File: config.mk
export PLATFORM = sky130hd
export DESIGN_NAME = hcis_exec
export DESIGN_NICKNAME = d
export VERILOG_FILES = /design/src/rtl/hcis_pkg.sv /design/src/rtl/hcis_exec.sv
export SDC_FILE = /design/constraint.sdc
export NUM_CORES = 1
export LEC_CHECK = 0
export BUFFER_PORTS_ARGS = -buffer_cell sky130_fd_sc_hd__buf_2
export CORE_AREA = 2 2 90 92
export DETAILED_ROUTE_END_ITERATION = 6
export DIE_AREA = 0 0 92 94
export MAX_ROUTING_LAYER = met4
export PLACE_DENSITY = 0.75
export SYNTH_ARGS = -nofsm -noshare
export SYNTH_HDL_FRONTEND = slang
export SYNTH_SLANG_ARGS = --single-unit
File: constraint.sdc
create_clock -name vclk -period 15.75
set_input_delay 1.575 -clock vclk [all_inputs]
set_output_delay 1.575 -clock vclk [all_outputs]
set_load 0.01 [all_outputs]
File: src/rtl/hcis_pkg.sv
package hcis_pkg;

	localparam int unsigned WORD_W = 16;

	// Top three bits of a compute instruction
	localparam logic [2:0] C_INSTR_PREFIX = 3'b111;

	// ALU control field (zx nx zy ny f no); y is A or M as the a bit picks
	typedef enum logic [5:0] {
		ALU_ZERO    = 6'h2A,
		ALU_ONE     = 6'h3F,
		ALU_NEG_ONE = 6'h3A,
		ALU_D       = 6'h0C,
		ALU_Y       = 6'h30,
		ALU_NOT_D   = 6'h0D,
		ALU_NOT_Y   = 6'h31,
		ALU_NEG_D   = 6'h0F,
		ALU_NEG_Y   = 6'h33,
		ALU_D_INC   = 6'h1F,
		ALU_Y_INC   = 6'h37,
		ALU_D_DEC   = 6'h0E,
		ALU_Y_DEC   = 6'h32,
		ALU_ADD     = 6'h02,
		ALU_D_SUB_Y = 6'h13,
		ALU_Y_SUB_D = 6'h07,
		ALU_AND     = 6'h00,
		ALU_OR      = 6'h15
	} alu_comp_t;

	// Result of one instruction, handed from the execute unit to the top level
	typedef struct packed {
		logic [WORD_W-1:0] next_pc;
		logic [WORD_W-1:0] a_word;
		logic [WORD_W-1:0] d_word;
		logic [WORD_W-1:0] alu_word;
		logic              mem_we;
		logic              stop;
	} exec_t;

	// True for the standard comp codes; the second group is valid only with a = 0
	function automatic logic comp_known(input logic a_bit, input logic [5:0] comp);
		logic known;
		known = 1'b0;
		case (comp) inside
			ALU_Y, ALU_NOT_Y, ALU_NEG_Y, ALU_Y_INC, ALU_Y_DEC,
			ALU_ADD, ALU_D_SUB_Y, ALU_Y_SUB_D, ALU_AND, ALU_OR: known = 1'b1;
			ALU_ZERO, ALU_ONE, ALU_NEG_ONE, ALU_D, ALU_NOT_D,
			ALU_NEG_D, ALU_D_INC, ALU_D_DEC:                    known = ~a_bit;
			default:                                            known = 1'b0;
		endcase
		return known;
	endfunction

endpackage

File: src/rtl/hcis_exec.sv
module hcis_exec
	import hcis_pkg::*;
(
	input  logic [WORD_W-1:0] instruction,
	input  logic [WORD_W-1:0] a_word,
	input  logic [WORD_W-1:0] d_word,
	input  logic [WORD_W-1:0] pc_word,
	input  logic [WORD_W-1:0] m_word,
	input  logic              stopped,
	input  logic              in_range,
	output exec_t             ex
);

	logic              a_bit;
	logic [5:0]        comp;
	logic [2:0]        dest;
	logic [2:0]        jmp;
	logic [WORD_W-1:0] seq_pc;
	logic [WORD_W-1:0] x_op;
	logic [WORD_W-1:0] y_op;
	logic [WORD_W-1:0] fx;
	logic [WORD_W-1:0] res;
	logic              neg;
	logic              zero;
	logic              take;

	assign a_bit  = instruction[12];
	assign comp   = instruction[11:6];
	assign dest   = instruction[5:3];
	assign jmp    = instruction[2:0];
	assign seq_pc = pc_word + WORD_W'(1);

	// Standard ALU: x = D, y = A or M
	always_comb begin
		x_op = comp[5] ? '0 : d_word;
		x_op = comp[4] ? ~x_op : x_op;
		y_op = a_bit ? m_word : a_word;
		y_op = comp[3] ? '0 : y_op;
		y_op = comp[2] ? ~y_op : y_op;
		fx   = comp[1] ? (x_op + y_op) : (x_op & y_op);
		res  = comp[0] ? ~fx : fx;
	end

	assign neg  = res[WORD_W-1];
	assign zero = (res == '0);
	assign take = (jmp[2] & neg) | (jmp[1] & zero) | (jmp[0] & ~neg & ~zero);

	always_comb begin
		ex.next_pc  = pc_word;
		ex.a_word   = a_word;
		ex.d_word   = d_word;
		ex.alu_word = res;
		ex.mem_we   = 1'b0;
		ex.stop     = stopped;
		if (!stopped) begin
			ex.next_pc = seq_pc;
			if (instruction[15:13] != C_INSTR_PREFIX) begin
				ex.a_word = instruction;
			end else if (!comp_known(a_bit, comp)) begin
				ex.stop = 1'b1;
			end else begin
				ex.mem_we = dest[0] & in_range;
				if (dest[1]) begin
					ex.d_word = res;
				end
				if (dest[2]) begin
					ex.a_word = res;
				end
				// jump target is A from before this instruction
				if (take) begin
					ex.next_pc = a_word;
				end
			end
		end
	end

endmodule

==> reports/qor.txt, run 1 <==
Synth area leader = mux2i_1
mux cell area share after synthesis = 0.137
drt first pass iters = 5
Setup Fix Bufs, Post-CTS = 0
synth cell count leaders = 63 x nand2_1, 43 x nor2_1, 35 x a21oi_1
GRT overflow = 0
Max-Cap Viols = 0
area delta synth->final = 21.9%
via count = 4309
crit path launch type = primary input
aggregate negative setup slack = 0 ps
Min Hold Slack = 3470 ps
area of the die = 0.00865 sq mm
RSZ-0062 raised after global routing = no
area share of the largest cell type after synthesis = 0.0868
crit path time final = 8650 ps
final setup vio count = 0
hold crit path type = primary input to output port
largest net degree at the start of global routing = 45
Synth warnings = 0
row count = 32
syn_area_per_cell = 6.45 sq um
# IOs = 148
Rel. slew slack = 0.146
final WL = 12.1 mm
Cell Area, Synth = 0.00334 sq mm
Initial DRC Count = 303
status = complete, no violations
post-route clock period utilization = 0.549
cell area after placement = 0.00407 sq mm
Setup WS post-layout = 7100 ps
residual DRC count = 0
leakage power = 1.93 nW
Data required, critical path = 14180 ps
unique cell type count in the Yosys netlist = 60
Avg WL per Cell = 16.5 microns
Cell Pwr Density = 53.0 mW/mm^2
crit path kind = primary input to output port
Final #Nets = 733
Final Cell Area = 0.00407 sq mm
Least-Margin Pin Slew = 1280 ps
cell with the most instances after synthesis = nand2_1
clkbuf count = 0
crit path DAT = 7080 ps
IO buf count = 148
f_max = 116 MHz
complex-gate fraction of the synthesized area = 0.316
area occupied by multi-input gates = 0.00310 sq mm
Vias/cell = 5.88
cell count after placement = 733
final instance count without filler cells = 733
Hold Fails Final Rpt = 0
wire length of the first global-routing pass = 18.8 mm
XOR/XNOR Fraction of Synth Area = 0.123
Synth Instances = 518
worst setup slack after placement = 7170 ps
power consumption = 0.216 mW
filler instances = 797
final slew viol count = 0
post-layout util = 0.536
CP Max Fanout = 30
post-synthesis adder-cell area fraction = 0.0696
final RePlAce weighted congestion = 0.934
Core ar. = 0.00761 sq mm
hold_buf cts = 0
Simple-Gate Fraction of Synth Area = 0.279
number of gates resized after CTS = 0
antenna violations before repair = 0
Crit. End Element = output port
initial core utilization = 0.439
die height = 94 microns
chip width = 92 microns
Seq cells = 0
worst vdd ir = 24.7 uV
dpl hpwl = 9.65 mm
number of global-route vias before repair = 3885
sequential cell area = 0 sq um
Total GRT Usage = 0.267
Final ANT Viol Nets = 0
share of layout cells above drive strength 1 = 0.273
n_diodes = 0
register area share after synthesis = 0
largest family of logic cells by synthesized area = compound AO/OA/AOI/OAI gates
syn_nets = 618
Area contributors post-synth = mux2i_1 8.7%, xnor2_1 7.3%, nand2_1 7.1%
final cells by class:
class              instances  share of cell area
inverters                 26              0.0240
multi-input cells        456               0.761
well taps                102              0.0313
repair buffers           149               0.184
cells by family after synthesis:
kind of cell    count (synthesis)
simple gates                  192
compound gates                155
buf+inv                        62
xor+xnor                       47
mux                            44
fa+ha+maj                      18
worst max-delay path: stages:
cell and delay [ps]:
buf_2 150, clkinv_1 460, nand2_1 220, xnor2_1 150, ha_1 250, inv_1 70, fa_1 410, nand2b_1 190
a21oi_1 240, o21ai_0 200, and4_1 250, or4_1 490, o22a_1 250, o41a_1 470, a211oi_4 1060, o21ai_1 190
a22oi_1 250, buf_2 180
final timing paths:
kind | startpoint | end | slack (ps) | cells after the start
setup / recovery | instruction[11] | ex[53] | 7100 | 18
hold / removal | d_word[10] | ex[28] | 3470 | 4
metal layers:
layer,up-vias,global-route usage,part of all wire
met5,-,-,0
met1,1974,0.343,0.43
li1,2115,-,-
met4,0,0.0634,0.028
met2,198,0.460,0.47
met3,22,0.0217,0.072
layout by cell type, fill, tap and decap left out, drive strengths merged, types with 6 or more instances in the layout:
cell type / n
o211ai: 6
buf: 149
nand2: 63
inv: 25
nor2: 43
ha: 17
and3: 12
a21oi: 35
a221o: 8
mux2: 15
o21ai: 35
nand2b: 10
a22oi: 19
nor2b: 12
nor3: 8
a21o: 7
mux2i: 29
xnor2: 28
nand3: 11
xor2: 19
or3: 8
power breakdown:
| group | total (mW) | leakage (nW) | switching, mW | internal, mW |
|---|---|---|---|---|
| clock | 0 | 0 | 0 | 0 |
| combinational | 0.216 | 1.93 | 0.130 | 0.0865 |
| sequential | 0 | 0 | 0 | 0 |
| total | 0.216 | 1.93 | 0.130 | 0.0865 |
Power figures use the tool's default switching activity.
==> inputs of run 2 (changes only) <==
--- a/config.mk
+++ b/config.mk
@@ -10,7 +10,7 @@
 export DETAILED_ROUTE_END_ITERATION = 6
 export DIE_AREA = 0 0 92 94
 export MAX_ROUTING_LAYER = met4
-export PLACE_DENSITY = 0.75
+export PLACE_DENSITY = 0.78
 export SYNTH_ARGS = -nofsm -noshare
 export SYNTH_HDL_FRONTEND = slang
 export SYNTH_SLANG_ARGS = --single-unit
==> constraint.sdc (replaced) <==
create_clock -name vclk -period 7.39
set_input_delay 0.739 -clock vclk [all_inputs]
set_output_delay 0.739 -clock vclk [all_outputs]
set_load 0.01 [all_outputs]
==> run 2 against run 1 <==
  * Final cell count grew 0.14%
  * Core utilization is essentially flat
  * Critical path depth grew 1
  * Via count grew 1.6%
  * Routed wire length grew 2.3%
  * Final area is essentially flat
  * Sequential cell count is the same
  * Critical path type unchanged
  * Largest cell class unchanged
==> reports/qor.txt, run 2 (same netlist as run 1, synthesis figures left out) <==
largest net degree at the start of global routing = 45 (unchanged)
wire length of the first global-routing pass = 18.7 mm (was 18.8 mm)
IO buf count = 148 (unchanged)
Vias/cell = 5.96 (was 5.88)
Core ar. = 0.00761 sq mm (unchanged)
Rel. slew slack = 0.322 (was 0.146)
area of the die = 0.00865 sq mm (unchanged)
number of global-route vias before repair = 3769 (was 3885)
crit path DAT = 5610 ps (was 7080 ps)
status = complete, no violations (unchanged)
Max-Cap Viols = 0 (unchanged)
aggregate negative setup slack = 0 ps (unchanged)
filler instances = 753 (was 797)
number of gates resized after CTS = 0 (unchanged)
most frequent cells in the layout = 148 x buf_2, 63 x nand2_1, 43 x nor2_1, 35 x a21oi_1, 29 x mux2i_1 (unchanged)
share of layout cells above drive strength 1 = 0.273 (unchanged)
area delta synth->final = 21.9% (about the same)
crit path buf inv count = 5 (was 4)
crit path launch type = primary input (unchanged)
die height = 94 microns (unchanged)
Total GRT Usage = 0.270 (was 0.267)
# IOs = 148 (unchanged)
GRT overflow = 0 (unchanged)
Avg WL per Cell = 16.8 microns (was 16.5 microns)
final RePlAce weighted congestion = 0.968 (was 0.934)
commonest non-fill, non-tap cell in the layout = buf_2 (unchanged)
final WL = 12.4 mm (was 12.1 mm)
final slew viol count = 0 (unchanged)
Initial DRC Count = 322 (was 303)
Seq cells = 0 (unchanged)
f_max = 158 MHz
initial core utilization = 0.439 (unchanged)
sequential cell area = 0 sq um (unchanged)
worst vdd ir = 38.3 uV (was 24.7 uV)
dpl hpwl = 9.96 mm (was 9.65 mm)
residual DRC count = 0 (unchanged)
Setup Fix Bufs, Post-CTS = 0 (unchanged)
Final #Nets = 733 (unchanged)
hold crit path type = primary input to output port (unchanged)
crit path time final = 6350 ps
CP top delay family = compound AO/OA/AOI/OAI gates (unchanged)
hold_buf cts = 0 (unchanged)
final setup vio count = 0 (unchanged)
Final ANT Viol Nets = 0 (unchanged)
CP Cell Sequence = buf_2 > clkinv_1 > nand2_1 > xnor2_1 > ha_1 > inv_1 > fa_1 > nand2b_1 > a21oi_1 > o21ai_0 > o41ai_1 > o31a_1 > o2111ai_1 > o41a_1 > a211oi_4 > buf_4 > o21ai_0 > a22oi_1 > buf_2 (was buf_2 > clkinv_1 > nand2_1 > xnor2_1 > ha_1 > inv_1 > fa_1 > nand2b_1 > a21oi_1 > o21ai_0 > and4_1 > or4_1 > o22a_1 > o41a_1 > a211oi_4 > o21ai_1 > a22oi_1 > buf_2)
Largest stage delay, worst path = 510 ps (was 1060 ps)
antenna violations before repair = 1 (was 0)
CP Max Fanout = 30 (unchanged)
row count = 32 (unchanged)
chip width = 92 microns (unchanged)
Data required, critical path = 6650 ps (was 14180 ps)
via count = 4378 (was 4309)
Worst path slowest cell = o41ai_1 (was a211oi_4)
power consumption = 0.464 mW (was 0.216 mW)
post-layout util = 0.536 (about the same)
post-route clock period utilization = 0.859
RSZ-0062 raised after global routing = no (unchanged)
clkbuf count = 0 (unchanged)
crit path kind = primary input to output port (unchanged)
Cell Pwr Density = 114 mW/mm^2 (was 53.0 mW/mm^2)
Hold Fails Final Rpt = 0 (unchanged)
Least-Margin Pin Slew = 1010 ps (was 1280 ps)
Crit. End Element = output port (unchanged)
drt first pass iters = 5 (unchanged)
leakage power = 1.93 nW (unchanged)
[run 2: cell types whose count changed in the layout (fill, tap and decap cells not counted)]
cell,delta
diode_2,+1
[run 2: power by group]
| group | internal (mW) | switching [mW] |
|---|---|---|
| registers | 0 | 0 |
| logic | 0.185 | 0.280 |
| clock network | 0.0000000181 | 0 |
| total | 0.185 | 0.280 |
[run 2: final timing paths]
kind             from  endpoint  slack [ps]  cells past startpoint
max   instruction[11]    ex[52]        1040                     19
min        d_word[10]    ex[28]        1810                      4
[run 2: layout make-up]
cell class	instances	area (sq um)	area share
Multi-Input combinational cell	456	3100	0.761
Timing Repair Buffer	149	748	0.184
Tap cell	102	128	0.0313
Antenna cell	1	2.50	0.000614
Inverter	26	97.6	0.0239
[run 2: tightest hold or removal path: cells and delay by family]
family,cells,cell delay (ps)
AOI/OAI and AO/OA,1,60
buffers and inverters,2,230
and+or+nand+nor,1,50
[run 2: metal layers]
metal	track usage	share of wire	wire (microns)	up-vias
li1	-	-	-	2119
met4	0.0833	0.035	437	0
met2	0.460	0.47	5760	223
met5	-	0	0	-
met1	0.339	0.42	5200	2008
met3	0.0265	0.077	957	28
[run 2: per-stage QoR]
step                      setup slack, ps  hold WS [ps]  instances  cell area [sq um]
after floorplan                      1490          1600        518               3340
after CTS                            1110          1810        733               4070
after global placement               1200          1790        733               4070
after global routing                  593          1810        734               4080
final                                1040          1810        734               4080
after detailed placement             1130          1810        733               4070
==> inputs of run 3 (changes only) <==
--- a/config.mk
+++ b/config.mk
@@ -10,7 +10,7 @@
 export DETAILED_ROUTE_END_ITERATION = 6
 export DIE_AREA = 0 0 92 94
 export MAX_ROUTING_LAYER = met4
-export PLACE_DENSITY = 0.78
+export PLACE_DENSITY = 0.75
 export SYNTH_ARGS = -nofsm -noshare
 export SYNTH_HDL_FRONTEND = slang
 export SYNTH_SLANG_ARGS = --single-unit
==> constraint.sdc (replaced) <==
create_clock -name vclk -period 6.4
set_input_delay 0.64 -clock vclk [all_inputs]
set_output_delay 0.64 -clock vclk [all_outputs]
set_load 0.01 [all_outputs]
==> run 3 against run 2 <==
  * Global-route usage fell by 0.57 points
  * Die area did not move
  * Non-clock buffer count rose by 3
  * Via count fell by 0.48%
  * Largest power group unchanged
  * Highest routed layer unchanged
==> reports/qor.txt, run 3 (same netlist as run 1, synthesis figures left out) <==
post-route clock period utilization = 0.959
cell area after placement = 0.00411 sq mm (was 0.00407 sq mm)
wire length of the first global-routing pass = 18.7 mm (about the same)
min-delay src = d_word[15] (was d_word[10])
area delta synth->final = 22.9% (was 21.9%)
Seq cells = 0 (unchanged)
CP Max Fanout = 30 (unchanged)
filler instances = 800 (was 753)
Largest stage delay, worst path = 480 ps (was 510 ps)
Combinational Power Share = 1.000 (about the same)
final WL = 12.1 mm (was 12.4 mm)
share of layout cells above drive strength 1 = 0.276 (was 0.273)
Worst path slowest cell = or4_1 (was o41ai_1)
sw power = 0.321 mW (was 0.280 mW)
hold crit path type = primary input to output port (unchanged)
worst vdd ir = 53.9 uV (was 38.3 uV)
Setup Fix Bufs, Post-CTS = 0 (unchanged)
Final ANT Viol Nets = 0 (unchanged)
aggregate negative setup slack = 0 ps (unchanged)
clkbuf count = 0 (unchanged)
RSZ-0062 raised after global routing = no (unchanged)
crit path kind = primary input to output port (unchanged)
number of global-route vias before repair = 3886 (was 3769)
cell count after placement = 736 (was 733)
Final #Nets = 736 (was 733)
sw frac = 0.599 (was 0.603)
Final Cell Area = 0.00411 sq mm (was 0.00408 sq mm)
area of the die = 0.00865 sq mm (unchanged)
number of gates resized after CTS = 0 (unchanged)
crit path buf inv count = 4 (was 5)
Max-Cap Viols = 0 (unchanged)
dpl hpwl = 9.70 mm (was 9.96 mm)
IO buf count = 148 (unchanged)
drt first pass iters = 7 (was 5)
Avg WL per Cell = 16.4 microns (was 16.8 microns)
Internal = 0.214 mW (was 0.185 mW)
final instance count without filler cells = 736 (was 734)
Initial DRC Count = 247 (was 322)
Core ar. = 0.00761 sq mm (unchanged)
power consumption = 0.535 mW (was 0.464 mW)
hold path cells = 4 (unchanged)
most frequent cells in the layout = 148 x buf_2, 63 x nand2_1, 43 x nor2_1, 35 x a21oi_1, 29 x mux2i_1 (unchanged)
hold endpoint = ex[33] (was ex[28])
Flop pwr share = 0 (about the same)
Cell Pwr Density = 130 mW/mm^2 (was 114 mW/mm^2)
die height = 94 microns (unchanged)
residual DRC count = 0 (unchanged)
Least-Margin Pin Slew = 968 ps (was 1010 ps)
chip width = 92 microns (unchanged)
sequential cell area = 0 sq um (unchanged)
leakage power = 1.94 nW (was 1.93 nW)
crit path time final = 6140 ps
hold_buf cts = 0 (unchanged)
Clk pwr share = 0 (about the same)
crit path DAT = 5500 ps (was 5610 ps)
crit path launch type = primary input (unchanged)
final slew viol count = 0 (unchanged)
Rel. slew slack = 0.350 (was 0.322)
antenna violations before repair = 0 (was 1)
initial core utilization = 0.439 (unchanged)
area occupied by multi-input gates = 0.00310 sq mm (unchanged)
# IOs = 148 (unchanged)
CP top delay family = compound AO/OA/AOI/OAI gates (unchanged)
Vias/cell = 5.92 (was 5.96)
Hold Fails Final Rpt = 0 (unchanged)
n_diodes = 0 (was 1)
via count = 4357 (was 4378)
Total GRT Usage = 0.264 (was 0.270)
Data required, critical path = 5760 ps (was 6650 ps)
commonest non-fill, non-tap cell in the layout = buf_2 (unchanged)
final RePlAce weighted congestion = 0.944 (was 0.968)
GRT overflow = 0 (unchanged)
largest net degree at the start of global routing = 45 (unchanged)
Crit. End Element = output port (unchanged)
f_max = 163 MHz
final setup vio count = 0 (unchanged)
CP Cell Sequence = buf_2 > mux2i_1 > nor2_1 > xor2_1 > ha_1 > inv_1 > fa_1 > nand2b_1 > a21oi_1 > o21ai_0 > and4_1 > or4_1 > o22a_1 > o41a_1 > a211oi_4 > buf_12 > o21ai_0 > a22oi_1 > buf_2 (was buf_2 > clkinv_1 > nand2_1 > xnor2_1 > ha_1 > inv_1 > fa_1 > nand2b_1 > a21oi_1 > o21ai_0 > o41ai_1 > o31a_1 > o2111ai_1 > o41a_1 > a211oi_4 > buf_4 > o21ai_0 > a22oi_1 > buf_2)
row count = 32 (unchanged)
status = complete, no violations (unchanged)
[run 3: cell count changes in the layout (fill, tap and decap cells not counted), sizes merged]
cell | previous run | this run
buf | 149 | 152
diode | 1 | 0
[run 3: worst max-delay path by stage]
stage	start	endpoint	slack [ps]	cells after the start
final	instruction[12]	ex[52]	260	19
after CTS	instruction[12]	ex[52]	310	19
after global placement	instruction[12]	ex[56]	510	19
after detailed placement	instruction[12]	ex[52]	350	19
after floorplan	instruction[12]	ex[52]	700	18
after global routing	instruction[12]	ex[52]	20	19
[run 3: power groups by stage]
stage | clock network (mW) | registers [mW] | logic (mW)
finish | 0 | 0 | 0.535
global route | 0 | 0 | 0.583
CTS | 0 | 0 | 0.527
detailed placement | 0 | 0 | 0.525
global placement | 0 | 0 | 0.517
floorplan | 0 | 0 | 0.361
[run 3: per-layer routing]
metal	GRT usage	wire length (microns)	share of wire
met5	-	0	0
met4	0.0547	301	0.025
met3	0.0241	964	0.080
met2	0.464	5640	0.47
met1	0.332	5180	0.43
[run 3: layout make-up]
class | count | share of cell area
Multi-Input combinational cell | 456 | 0.755
Timing Repair Buffer | 152 | 0.191
Tap cell | 102 | 0.0311
Inverter | 26 | 0.0238
[run 3: per-stage QoR]
step / hold WS (ps) / util / worst slack, ps
floorplan: 1400 / - / 702
global placement: 1590 / 0.540 / 510
detailed placement: 1590 / 0.540 / 346
CTS: 1590 / 0.540 / 312
global route: 1620 / 0.540 / 17.2
finish: 1590 / 0.540 / 263
[run 3: worst min-delay path: stages]
cell and delay, ps:
buf_2 90, nand2_1 40, o21ai_0 50, buf_2 130
